==> config.mk <==
export PLATFORM = sky130hd
export DESIGN_NAME = udp_payload_pattern_filter
export DESIGN_NICKNAME = d
export VERILOG_FILES = /design/src/hw/rtl/upf_pkg.sv /design/src/hw/rtl/upf_cfg.sv /design/src/hw/rtl/upf_search.sv /design/src/hw/rtl/upf_parse.sv /design/src/hw/rtl/udp_payload_pattern_filter.sv
export SDC_FILE = /design/constraint.sdc
export NUM_CORES = 1
export LEC_CHECK = 0
export ABC_AREA = 1
export BUFFER_PORTS_ARGS = -buffer_cell sky130_fd_sc_hd__buf_2
export CORE_AREA = 3 3 194 290
export DETAILED_ROUTE_END_ITERATION = 16
export DIE_AREA = 0 0 197 293
export HOLD_SLACK_MARGIN = 0.05
export SLEW_MARGIN = 10
export SYNTH_ARGS = -nofsm -noshare
export SYNTH_HDL_FRONTEND = slang
export SYNTH_HIERARCHICAL = 1
export SYNTH_SLANG_ARGS = --single-unit
==> constraint.sdc <==
create_clock -name clk -period 10.3 [get_ports clk]
set_input_delay 0 -clock clk [delete_from_list [all_inputs] [get_ports clk]]
set_output_delay 0 -clock clk [all_outputs]
set_load 0.05 [all_outputs]
==> src/hw/rtl/upf_pkg.sv <==
// upf_pkg: types and constants shared by the UDP payload pattern filter.
// No dependencies; imported by every module of the block.
`default_nettype none

package upf_pkg;

  // longest pattern the search window holds
  localparam int PATTERN_MAX = 8;
  localparam int PAT_W       = 8 * PATTERN_MAX;
  localparam int LEN_W       = $clog2(PATTERN_MAX + 1);

  localparam logic [7:0] PROTO_UDP     = 8'd17;
  localparam logic [3:0] MIN_HDR_WORDS = 4'd5;
  localparam logic [7:0] UDP_HDR_BYTES = 8'd8;

  // configuration register indexes (paddr bit 3)
  localparam logic REG_PATTERN_BYTES  = 1'b0;
  localparam logic REG_PATTERN_LENGTH = 1'b1;

  localparam logic [3:0] PATTERN_LENGTH_RST = 4'd5;

  typedef struct packed {
    logic [7:0] packet_byte;
    logic       last_byte;
  } upf_in_t;

  typedef struct packed {
    logic        is_udp;
    logic        pattern_found;
    logic [15:0] payload_length;
    logic [15:0] packet_length;
    logic [31:0] matched_packets;
    logic [31:0] matched_bytes;
  } upf_out_t;

  // control from the parser to the payload search
  typedef struct packed {
    logic go;     // byte lies inside the UDP payload
    logic clear;  // packet ends after this byte
  } upf_search_ctl_t;

  // per-packet summary at the last byte
  typedef struct packed {
    logic        is_udp;
    logic        match;
    logic [15:0] payload_length;
    logic [15:0] packet_length;
  } upf_sum_t;

endpackage

`default_nettype wire

==> src/hw/rtl/upf_cfg.sv <==
// upf_cfg: APB-style configuration registers and effective pattern length.
// Depends on upf_pkg.
`default_nettype none

module upf_cfg
  import upf_pkg::*;
(
  input  wire logic             clk,
  input  wire logic             rst_n,
  input  wire logic             psel,
  input  wire logic             penable,
  input  wire logic             pwrite,
  input  wire logic [3:0]       paddr,
  input  wire logic [63:0]      pwdata,
  output logic      [63:0]      prdata,
  output logic      [PAT_W-1:0] pattern,
  output logic      [LEN_W-1:0] eff_len
);

  logic [63:0] pat_r;
  logic [3:0]  len_r;
  logic        wr_en;
  logic [3:0]  lim;

  assign wr_en = psel && penable && pwrite;

  always_ff @(posedge clk) begin
    if (!rst_n) begin
      pat_r <= '0;
      len_r <= PATTERN_LENGTH_RST;
    end else if (wr_en) begin
      unique case (paddr[3])
        REG_PATTERN_BYTES:  pat_r <= pwdata;
        REG_PATTERN_LENGTH: len_r <= pwdata[3:0];
        default: ;
      endcase
    end
  end

  always_comb begin
    unique case (paddr[3])
      REG_PATTERN_BYTES:  prdata = pat_r;
      REG_PATTERN_LENGTH: prdata = {60'd0, len_r};
      default:            prdata = '0;
    endcase
  end

  assign pattern = pat_r[PAT_W-1:0];

  // clamp to the window, then cut at the first zero byte (C string end)
  always_comb begin
    lim     = (len_r > 4'(PATTERN_MAX)) ? 4'(PATTERN_MAX) : len_r;
    eff_len = LEN_W'(lim);
    for (int j = PATTERN_MAX - 1; j >= 0; j--) begin
      if (4'(j) < lim && pat_r[8*j +: 8] == 8'd0) eff_len = LEN_W'(j);
    end
  end

endmodule

`default_nettype wire

==> src/hw/rtl/upf_search.sv <==
// upf_search: sliding byte window over the UDP payload and pattern compare.
// Depends on upf_pkg.
`default_nettype none

module upf_search
  import upf_pkg::*;
(
  input  wire logic             clk,
  input  wire logic             rst_n,
  input  wire upf_search_ctl_t  ctl,
  input  wire logic [7:0]       data_byte,
  input  wire logic [PAT_W-1:0] pattern,
  input  wire logic [LEN_W-1:0] eff_len,
  output logic                  found_nxt
);

  logic [PAT_W-1:0] win_r, win_nxt;
  logic [LEN_W-1:0] fill_r, fill_nxt;
  logic             zero_r, zero_nxt;
  logic             found_r;
  logic [PATTERN_MAX:0] hit;
  logic             shift;

  assign shift = ctl.go && !zero_r && data_byte != 8'd0;

  always_comb begin
    win_nxt  = win_r;
    fill_nxt = fill_r;
    zero_nxt = zero_r;
    if (ctl.go && !zero_r) begin
      if (data_byte == 8'd0) begin
        zero_nxt = 1'b1;
      end else begin
        win_nxt = {data_byte, win_r[PAT_W-1:8]};
        if (fill_r < LEN_W'(PATTERN_MAX)) fill_nxt = fill_r + 1'b1;
      end
    end
  end

  // hit[k]: newest k bytes equal the first k pattern bytes, oldest first
  always_comb begin
    hit = '1;
    for (int k = 1; k <= PATTERN_MAX; k++) begin
      for (int j = 0; j < PATTERN_MAX; j++) begin
        if (j < k && win_nxt[8*(PATTERN_MAX-k+j) +: 8] != pattern[8*j +: 8]) hit[k] = 1'b0;
      end
    end
  end

  assign found_nxt = found_r ||
                     (shift && eff_len != '0 && fill_nxt >= eff_len && hit[eff_len]);

  always_ff @(posedge clk) begin
    if (!rst_n || ctl.clear) begin
      win_r   <= '0;
      fill_r  <= '0;
      zero_r  <= 1'b0;
      found_r <= 1'b0;
    end else begin
      win_r   <= win_nxt;
      fill_r  <= fill_nxt;
      zero_r  <= zero_nxt;
      found_r <= found_nxt;
    end
  end

endmodule

`default_nettype wire

==> src/hw/rtl/upf_parse.sv <==
// upf_parse: IPv4/UDP header tracking per byte and packet summary.
// Depends on upf_pkg and upf_search.
`default_nettype none

module upf_parse
  import upf_pkg::*;
(
  input  wire logic             clk,
  input  wire logic             rst_n,
  input  wire logic             step,
  input  wire upf_in_t          req,
  input  wire logic [PAT_W-1:0] pattern,
  input  wire logic [LEN_W-1:0] eff_len,
  output upf_sum_t              sum
);

  logic [15:0] pos_r, pos_nxt;
  logic [3:0]  hw_r, hw_nxt;
  logic        udp_r, udp_nxt;
  logic [15:0] ulen_r, ulen_nxt;
  logic        active, hdr_go;
  logic [3:0]  hw_eff;
  logic [15:0] hl, start;
  logic [15:0] plen;
  logic [16:0] stop;
  logic        found_nxt;
  logic [7:0]  b;
  upf_search_ctl_t sctl;

  assign b      = req.packet_byte;
  assign active = step && pos_r != 16'hFFFF;
  assign hw_eff = (hw_r < MIN_HDR_WORDS) ? MIN_HDR_WORDS : hw_r;
  assign hl     = {10'd0, hw_eff, 2'b00};
  assign start  = hl + 16'(UDP_HDR_BYTES);
  assign hdr_go = active && udp_r && pos_r >= 16'd10;

  always_comb begin
    pos_nxt  = active ? pos_r + 16'd1 : pos_r;
    hw_nxt   = (active && pos_r == 16'd0) ? b[3:0] : hw_r;
    udp_nxt  = (active && pos_r == 16'd9) ? (b == PROTO_UDP) : udp_r;
    ulen_nxt = ulen_r;
    if (hdr_go && pos_r == hl + 16'd4) ulen_nxt[15:8] = b;
    if (hdr_go && pos_r == hl + 16'd5) ulen_nxt[7:0]  = b;
  end

  assign plen = (ulen_nxt >= 16'(UDP_HDR_BYTES)) ? ulen_nxt - 16'(UDP_HDR_BYTES) : 16'd0;
  assign stop = {1'b0, start} + {1'b0, plen};

  assign sctl.go    = hdr_go && pos_r >= start && {1'b0, pos_r} < stop;
  assign sctl.clear = step && req.last_byte;

  upf_search u_search (
    .clk       (clk),
    .rst_n     (rst_n),
    .ctl       (sctl),
    .data_byte (b),
    .pattern   (pattern),
    .eff_len   (eff_len),
    .found_nxt (found_nxt)
  );

  assign sum.is_udp         = udp_nxt;
  assign sum.match          = udp_nxt && (eff_len == '0 || found_nxt);
  assign sum.payload_length = plen;
  assign sum.packet_length  = pos_nxt;

  always_ff @(posedge clk) begin
    if (!rst_n || sctl.clear) begin
      pos_r  <= '0;
      hw_r   <= '0;
      udp_r  <= 1'b0;
      ulen_r <= '0;
    end else begin
      pos_r  <= pos_nxt;
      hw_r   <= hw_nxt;
      udp_r  <= udp_nxt;
      ulen_r <= ulen_nxt;
    end
  end

endmodule

`default_nettype wire

==> src/hw/rtl/udp_payload_pattern_filter.sv <==
// udp_payload_pattern_filter: top level, input stage, result register, counters.
// Depends on upf_pkg, upf_cfg, upf_parse (and upf_search below it).
//
// Usage
//   in_*  : one IPv4 packet byte per request, starting at the IP header;
//           last_byte marks the end of the packet.
//   out_* : one result request per packet, after its last byte: UDP flag,
//           pattern hit, UDP payload length, bytes seen, running counters
//           of matching packets and their byte total.
//   cfg_* : APB-style port, pattern bytes at 0x0, pattern length at 0x8.
// Timing
//   A byte is held in the input register; the parser and the 8-byte
//   window compare work on it there and load the result register as
//   it steps on, so each result passes the input register and then the
//   result register; a last byte may wait behind a stalled result.
//   One byte per cycle while no last byte is held (single parse/compare stage).
// Reset
//   Synchronous, active low: packet state, counters, pattern (zero) and
//   pattern length (five) go to their defaults; no result is pending.
// Stall
//   While a result waits under out_stall, non-final bytes keep flowing.
//   A last byte waits in the input register, and only then in_stall rises.
`default_nettype none

module udp_payload_pattern_filter
  import upf_pkg::*;
(
  input  wire logic        clk,
  input  wire logic        rst_n,
  input  wire logic        in_valid,
  output logic             in_stall,
  input  wire upf_in_t     in_req,
  output logic             out_valid,
  input  wire logic        out_stall,
  output upf_out_t         out_rsp,
  input  wire logic        cfg_psel,
  input  wire logic        cfg_penable,
  input  wire logic        cfg_pwrite,
  input  wire logic [3:0]  cfg_paddr,
  input  wire logic [63:0] cfg_pwdata,
  output logic      [63:0] cfg_prdata,
  output logic             cfg_pready
);

  logic             s1_valid_r, s1_valid_nxt;
  upf_in_t          s1_req_r;
  logic             s1_block, step, in_acc, done;
  logic             out_valid_r, out_valid_nxt;
  upf_out_t         out_rsp_r;
  logic [31:0]      pkt_cnt_r, pkt_cnt_nxt;
  logic [31:0]      byte_cnt_r, byte_cnt_nxt;
  logic [PAT_W-1:0] pattern;
  logic [LEN_W-1:0] eff_len;
  upf_sum_t         sum;

  assign cfg_pready = 1'b1;

  upf_cfg u_cfg (
    .clk     (clk),
    .rst_n   (rst_n),
    .psel    (cfg_psel),
    .penable (cfg_penable),
    .pwrite  (cfg_pwrite),
    .paddr   (cfg_paddr),
    .pwdata  (cfg_pwdata),
    .prdata  (cfg_prdata),
    .pattern (pattern),
    .eff_len (eff_len)
  );

  // a last byte needs a free (or draining) result register
  assign s1_block = s1_req_r.last_byte && out_valid_r && out_stall;
  assign step     = s1_valid_r && !s1_block;
  assign done     = step && s1_req_r.last_byte;
  assign in_stall = s1_valid_r && s1_block;
  assign in_acc   = in_valid && !in_stall;

  always_comb begin
    s1_valid_nxt = s1_valid_r;
    if (in_acc)    s1_valid_nxt = 1'b1;
    else if (step) s1_valid_nxt = 1'b0;
  end

  always_ff @(posedge clk) begin
    if (!rst_n) s1_valid_r <= 1'b0;
    else        s1_valid_r <= s1_valid_nxt;
  end

  always_ff @(posedge clk) begin
    if (in_acc) s1_req_r <= in_req;
  end

  upf_parse u_parse (
    .clk     (clk),
    .rst_n   (rst_n),
    .step    (step),
    .req     (s1_req_r),
    .pattern (pattern),
    .eff_len (eff_len),
    .sum     (sum)
  );

  // running counters move only on matching packets
  always_comb begin
    pkt_cnt_nxt  = pkt_cnt_r;
    byte_cnt_nxt = byte_cnt_r;
    if (done && sum.match) begin
      pkt_cnt_nxt  = pkt_cnt_r + 32'd1;
      byte_cnt_nxt = byte_cnt_r + {16'd0, sum.packet_length};
    end
  end

  always_comb begin
    out_valid_nxt = out_valid_r;
    if (done)                           out_valid_nxt = 1'b1;
    else if (out_valid_r && !out_stall) out_valid_nxt = 1'b0;
  end

  always_ff @(posedge clk) begin
    if (!rst_n) begin
      out_valid_r <= 1'b0;
      pkt_cnt_r   <= '0;
      byte_cnt_r  <= '0;
    end else begin
      out_valid_r <= out_valid_nxt;
      pkt_cnt_r   <= pkt_cnt_nxt;
      byte_cnt_r  <= byte_cnt_nxt;
    end
  end

  always_ff @(posedge clk) begin
    if (done) begin
      out_rsp_r.is_udp          <= sum.is_udp;
      out_rsp_r.pattern_found   <= sum.match;
      out_rsp_r.payload_length  <= sum.payload_length;
      out_rsp_r.packet_length   <= sum.packet_length;
      out_rsp_r.matched_packets <= pkt_cnt_nxt;
      out_rsp_r.matched_bytes   <= byte_cnt_nxt;
    end
  end

  assign out_valid = out_valid_r;
  assign out_rsp   = out_rsp_r;

endmodule

`default_nettype wire

==> impl_metrics.json, run 1 <==
{
  "cts_buffer_depth": 3,
  "synth_area_leaders": "dfxtp_1 (21%), nand2_1 (19%), edfxtp_1 (14%)",
  "fin_skew_ns": 0.0271,
  "critPathCaptureType": "flop",
  "netlist.area_leader.share": 0.209,
  "drt-total-wl_mm": 111,
  "yosysUniqueCellTypes": 61,
  "wire_per_inst_um": 23.8,
  "grt_util_all_layers": 0.377,
  "path_max_fanout": 26,
  "nets": 4083,
  "fillers": 5682,
  "grt_pass1_vias": 24200,
  "synthCells": 3574,
  "critPathArrivalTime_ns": 9.92,
  "max_cap_viol_count": 0,
  "placementRows": 104,
  "status": "complete, no violations",
  "setup_viol": 0,
  "async_flop_share": 0,
  "hp-class": "in -> reg",
  "hold_ws_ns": 0.0762,
  "synth_warnings": 6,
  "p_per_area_nw_per_um2": 121,
  "ys_seq_area_frac": 0.349,
  "die_w_um": 197,
  "hold_viol": 0,
  "rr_startpoint": "u_parse/hw_r[0]$_SDFFE_PP0P_",
  "finalCriticalPeriod_ns": 9.59,
  "syn_to_final_growth_pct": 20.7,
  "fmax_mhz": 104,
  "cts.sinks": 348,
  "cts_made_buffers": 38,
  "place_hpwl_mm": 86.0,
  "grt_remaining_overflow": 0,
  "ant_nets": 0,
  "fp.dieH_um": 293,
  "dieArea_um2": 57700,
  "rsz0062_at_grt": "false",
  "worstHoldPathCells": 3,
  "top_layer": "met5",
  "cp_data_required_time_ns": 10.63,
  "clkLatencyLatePin_ns": 0.59,
  "p_leak_uw": 0.0136,
  "clockRootBuffer": "clkbuf_16",
  "vdd_drop_max_uv": 126,
  "rr_worst_depth": 69,
  "crit_slowest_cell": "nand2_2",
  "gp_congestion": 1.07,
  "cts_tree": "yes",
  "m1WireLength_mm": 38.7,
  "clkSlewWorstSetupHoldPaths_ns": 0.07,
  "hp-start": "rst_n",
  "synth_nets": 3713,
  "max-slew-margin-rel": 0.312,
  "first_pass_iters": 6,
  "critPathLaunchType": "flop",
  "multiInputGateArea_um2": 12700,
  "start_util": 0.428,
  "antenna_found_initial": 11,
  "syn_area_um2": 23000,
  "htreeDepth": 2,
  "netlist.top_cell.by_area": "dfxtp_1",
  "path_class": "reg -> reg",
  "core-area_um2": 53900,
  "wl_met3_mm": 7.90,
  "seq_area_um2": 8040,
  "cpPeakStageDelay_ns": 0.46,
  "num_vias": 25000,
  "crit_top_cell": "nand2_1",
  "portBuffers": 244,
  "grt_pass1_wl_mm": 159,
  "slew_viol_final": 0,
  "period_share": 0.931,
  "first_iter_violations": 1822,
  "grt_max_degree": 95,
  "synth_seq_cells": 348,
  "max_slew.worst_pin.slew_ns": 1.03,
  "syn_avg_cell_area_um2": 6.45,
  "route.met2.wl_mm": 53.8,
  "ys.flop_type": "dfxtp_1",
  "drive_above_1_share": 0.142,
  "io_pins": 249,
  "synth_most_common_cell": "nand2_1",
  "fin_tns_setup_ns": 0,
  "crit_start": "u_parse/hw_r[0]$_SDFFE_PP0P_",
  "synth_common_cells": "nand2_1 (1186), inv_1 (445), nor2_1 (441)",
  "synth_edf_count": 107,
  "avgViaCountPerCell": 5.35,
  "drc": 0
}
==> worst max-delay path, delay by kind of cell (launching register included) <==
family | cells | cell delay [ns]
flops | 1 | 0.33
fa+ha+maj | 3 | 0.78
compound gates | 7 | 0.97
simple gates | 44 | 5.25
buf+inv | 14 | 1.70
xor+xnor | 1 | 0.20
==> final timing paths <==
check                                         to  slack, ns
min               u_cfg/pattern[45]$_SDFFE_PN0P_       0.08
min reg2reg  u_parse/u_search/found_r$_SDFF_PP0_       0.47
max                        out_rsp[52]$_DFFE_PP_       0.71
max reg2reg                out_rsp[52]$_DFFE_PP_       0.71
==> metrics by stage <==
stage	total power (uW)	setup WS [ns]	util	cells	area [um2]
2_1_floorplan	1710	2.19	-	3574	23000
3_3_place_gp	1880	0.690	0.471	4492	25400
3_5_place_dp	1880	0.658	0.471	4492	25400
4_1_cts	3370	0.647	0.514	4660	27700
5_1_grt	3470	0.0457	0.516	4663	27800
6_report	3370	0.706	0.516	4670	27800
==> metal layers <==
layer | up-vias | global-route usage
li1 | 12000 | -
met1 | 11600 | 0.383
met2 | 1027 | 0.650
met3 | 374 | 0.101
met4 | 8 | 0.304
met5 | - | 0
==> flip-flops by register name, indices dropped and copies added (netlist names), 4 cells and up <==
signal / flops
u_cfg/len_r: 4
u_cfg/pattern: 64
u_parse/u_search/fill_r: 4
u_parse/ulen_r: 16
out_rsp: 98
pkt_cnt_r: 32
u_parse/u_search/win_r: 64
byte_cnt_r: 32
u_parse/pos_r: 16
s1_req_r: 9
u_parse/hw_r: 4
==> cell type report <==
class	instances	area share
Clock inverter	16	0.00837
Sequential cell	348	0.289
Inverter	468	0.0636
Clock buffer	54	0.0386
Timing Repair Buffer	447	0.112
Multi-Input combinational cell	2641	0.457
Tap cell	689	0.0310
Antenna cell	7	0.000630
==> where the power goes <==
group,switching [uW],internal [uW],total (uW),leakage (uW)
Sequential,37.2,1430,1470,0.00305
Combinational,303,131,434,0.00993
Clock,628,839,1470,0.000635
==> repair_timing <==
action	4_1_cts	5_1_grt
buffers inserted	0	3
hold buffers	98	0
endpoints found under the hold margin	88	0
setup endpoints to repair	0	128
gates resized for setup	0	21
==> layout by cell type (no fill, tap or decap), types with 5 or more instances in the layout <==
cell and instances:
buf_4 94, buf_2 244, o211ai_1 5, clkinv_1 5
clkinv_2 6, a211oi_1 7, nand4_1 55, a21oi_1 143
xor2_1 75, xnor2_1 13, nand3_2 11, nor3_1 27
clkbuf_16 39, buf_12 10, nor3_2 8, nor2_1 439
dlygate4sd3_1 98, inv_1 443, inv_2 16, nand2_4 13
dfxtp_1 241, edfxtp_1 107, nor2_2 10, or2_2 14
o21ai_0 137, clkbuf_1 11, and2_1 11, nand3b_1 12
diode_2 7, ha_1 53, o22ai_1 11, nand2_1 1172
nor2_4 11, nand3_1 309, o21ai_1 14, nand2_2 45
==> logic make-up after synthesis <==
group,after synthesis,synth area share
other,1,0.000163
XOR/XNOR,92,0.0368
adder cells (fa/ha/maj),55,0.0305
AND/OR/NAND/NOR,2156,0.402
flip-flops,348,0.349
buffers and inverters,585,0.104
AO/OA/AOI/OAI,337,0.0782
Power figures use the tool's default switching activity.
==> run 2: changes to the inputs <==
--- a/config.mk
+++ b/config.mk
@@ -9,5 +9,5 @@
 export BUFFER_PORTS_ARGS = -buffer_cell sky130_fd_sc_hd__buf_2
-export CORE_AREA = 3 3 194 290
+export CORE_AREA = 3 3 190 285
 export DETAILED_ROUTE_END_ITERATION = 16
-export DIE_AREA = 0 0 197 293
+export DIE_AREA = 0 0 193 288
 export HOLD_SLACK_MARGIN = 0.05
@@ -16,3 +16,2 @@
 export SYNTH_HDL_FRONTEND = slang
-export SYNTH_HIERARCHICAL = 1
 export SYNTH_SLANG_ARGS = --single-unit
==> constraint.sdc (replaced) <==
create_clock -name clk -period 10.3 [get_ports clk]
set_input_delay 0.515 -clock clk [delete_from_list [all_inputs] [get_ports clk]]
set_output_delay 0.515 -clock clk [all_outputs]
set_load 0.05 [all_outputs]
==> run 2 against run 1 <==
First-iteration DRC count down 19%; worst hold slack better by 0.058 ns; final cell count shrank 8.7%; global-route usage down 3.7 points; core utilization is 2.2 points lower; combinational power decreased by 7.4%; synthesized cell count fell by 6.5%; clock power is 3% lower; critical endpoint is now out_rsp[11]$_DFFE_PP_; highest routed layer unchanged.
==> impl_metrics.json, run 2 <==
{
  "cts_made_buffers": 37,
  "antenna_found_initial": 14,
  "path_class": "reg -> reg",
  "cpPeakStageDelay_ns": 0.46,
  "hold_ws_ns": 0.135,
  "setup_viol": 0,
  "layout_common_cells": "nand2_1 (931), nor2_1 (428), inv_1 (362)",
  "synth_seq_cells": 348,
  "drt-total-wl_mm": 95.7,
  "max_slew.worst_pin.slew_ns": 0.948,
  "path_max_fanout": 25,
  "synth_edf_count": 107,
  "layout_commonest_cell": "nand2_1",
  "synth_warnings": 0,
  "clkLatencyLatePin_ns": 0.56,
  "clockRootBuffer": "clkbuf_16",
  "ys.flop_type": "dfxtp_1",
  "grt_pass1_vias": 22300,
  "max-slew-margin-rel": 0.362,
  "synth_nets": 3478,
  "portBuffers": 244,
  "cts_tree": "yes",
  "netlist.top_cell.by_area": "dfxtp_1",
  "async_flop_share": 0,
  "crit_slowest_cell": "fa_1",
  "syn_area_um2": 22300,
  "die_w_um": 193,
  "fillers": 5592,
  "rsz0062_at_grt": "false",
  "wire_per_inst_um": 22.4,
  "core-area_um2": 51800,
  "yosysUniqueCellTypes": 59,
  "period_share": 0.899,
  "largest_reg_flops": 98,
  "synth_most_common_cell": "nand2_1",
  "p_per_area_nw_per_um2": 128,
  "clkSlewWorstSetupHoldPaths_ns": 0.07,
  "multiInputGateArea_um2": 12200,
  "dieArea_um2": 55600,
  "grt_util_all_layers": 0.340,
  "hold_viol": 0,
  "p_leak_uw": 0.0124,
  "first_iter_violations": 1480,
  "num_vias": 23100,
  "start_util": 0.430,
  "vdd_drop_max_uv": 212,
  "seq_area_um2": 8040,
  "placementRows": 102,
  "io_pins": 249,
  "ys_seq_area_frac": 0.360,
  "nets": 3691,
  "first_pass_iters": 6,
  "slew_viol_final": 0,
  "cp_data_required_time_ns": 10.73,
  "ant_nets": 0,
  "fin_skew_ns": 0.0223,
  "postCtsSetupBuffers": 0,
  "cts.sinks": 348,
  "fp.dieH_um": 288,
  "max_cap_viol_count": 0,
  "netlist.area_leader.share": 0.216,
  "synth_area_leaders": "dfxtp_1 (22%), nand2_1 (16%), edfxtp_1 (14%)",
  "htreeDepth": 2,
  "critPathLaunchType": "flop",
  "drive_above_1_share": 0.133,
  "avgViaCountPerCell": 5.41,
  "critPathCaptureType": "flop",
  "syn_avg_cell_area_um2": 6.67,
  "grt_remaining_overflow": 0,
  "crit_top_cell": "nand2_1",
  "finalCriticalPeriod_ns": 9.26,
  "grt_max_degree": 92,
  "synth_common_cells": "nand2_1 (932), nor2_1 (429), inv_1 (364)",
  "fin_tns_setup_ns": 0,
  "fmax_mhz": 108,
  "hold_buffers": 0,
  "hp-class": "in -> reg",
  "path_delay_family": "simple AND/OR/NAND/NOR gates",
  "synthCells": 3342,
  "crit_buf_inv": 6,
  "gp_congestion": 1.06,
  "critPathArrivalTime_ns": 9.70,
  "drc": 0,
  "cts_buffer_depth": 3,
  "cts_resized": 0,
  "grt_pass1_wl_mm": 141,
  "syn_to_final_growth_pct": 15.0,
  "place_hpwl_mm": 72.7,
  "status": "complete, no violations"
}
run 2: cell types whose count changed after synthesis, sizes merged, moves of 59 or more:
cell / change
nand2: -261
nand3: -133
o21ai: +85
inv: -78
xor2: +67
clkbuf: +59
run 2: routing by layer:
layer / vias up / part of all wire / global-route usage
li1: 11200 / - / -
met5: - / 0.00098 / 0
met1: 10500 / 0.36 / 0.374
met4: 12 / 0.092 / 0.249
met2: 978 / 0.47 / 0.569
met3: 382 / 0.079 / 0.0793
run 2: worst reg2reg max path: cells and delay by family (launching register included):
| family | cells | cell delay (ns) |
|---|---|---|
| and+or+nand+nor | 44 | 5.38 |
| adders and majority gates | 3 | 1.09 |
| buffers and inverters | 6 | 1.05 |
| AOI/OAI and AO/OA | 4 | 1.03 |
| DFF | 1 | 0.42 |
| xor gates and xnor gates | 1 | 0.14 |
run 2: cells by family after synthesis:
group	Yosys count	share of synthesized area
AND/OR/NAND/NOR	1771	0.338
buffers and inverters	541	0.0953
AO/OA/AOI/OAI	465	0.112
flip-flops	348	0.360
XOR/XNOR	162	0.0640
adder cells (fa/ha/maj)	52	0.0299
multiplexers	2	0.000954
other	1	0.000168
run 2: where the power goes:
part	leakage [uW]	switching [uW]	internal [uW]
Clock	0.000601	597	818
Sequential	0.00305	33.7	1430
Combinational	0.00879	285	117
Total	0.0124	916	2360
run 2: through the flow:
stage / worst slack, ns / instances / utilization / area [um2] / total power, uW
finish: 1.04 / 4266 / 0.495 / 25600 / 3280
floorplan: 2.72 / 3342 / - / 22300 / 1730
CTS: 1.05 / 4258 / 0.494 / 25600 / 3300
detailed placement: 1.08 / 4192 / 0.470 / 24400 / 1880
global route: 0.261 / 4258 / 0.494 / 25600 / 3390
global placement: 1.08 / 4192 / 0.470 / 24400 / 1880
run 2: path summary, 6_finish.rpt:
check / endpoint / from / slack [ns] / cells past startpoint
max: out_rsp[11]$_DFFE_PP_ / u_parse.hw_r[1]$_SDFFE_PP0P_ / 1.04 / 58
min: s1_req_r[0]$_DFFE_PP_ / in_req[0] / 0.13 / 1
max reg2reg: out_rsp[11]$_DFFE_PP_ / u_parse.hw_r[1]$_SDFFE_PP0P_ / 1.04 / 58
min reg2reg: u_parse.ulen_r[13]$_SDFF_PP0_ / u_parse.ulen_r[13]$_SDFF_PP0_ / 0.47 / 2
run 2: layout make-up:
type                            instances  share of cell area
Antenna cell                            8            0.000781
Tap cell                              676              0.0330
Inverter                              397              0.0584
Sequential cell                       348               0.314
Multi-Input combinational cell       2453               0.474
Timing Repair Buffer                  318              0.0717
Clock inverter                         23              0.0114
Clock buffer                           43              0.0370
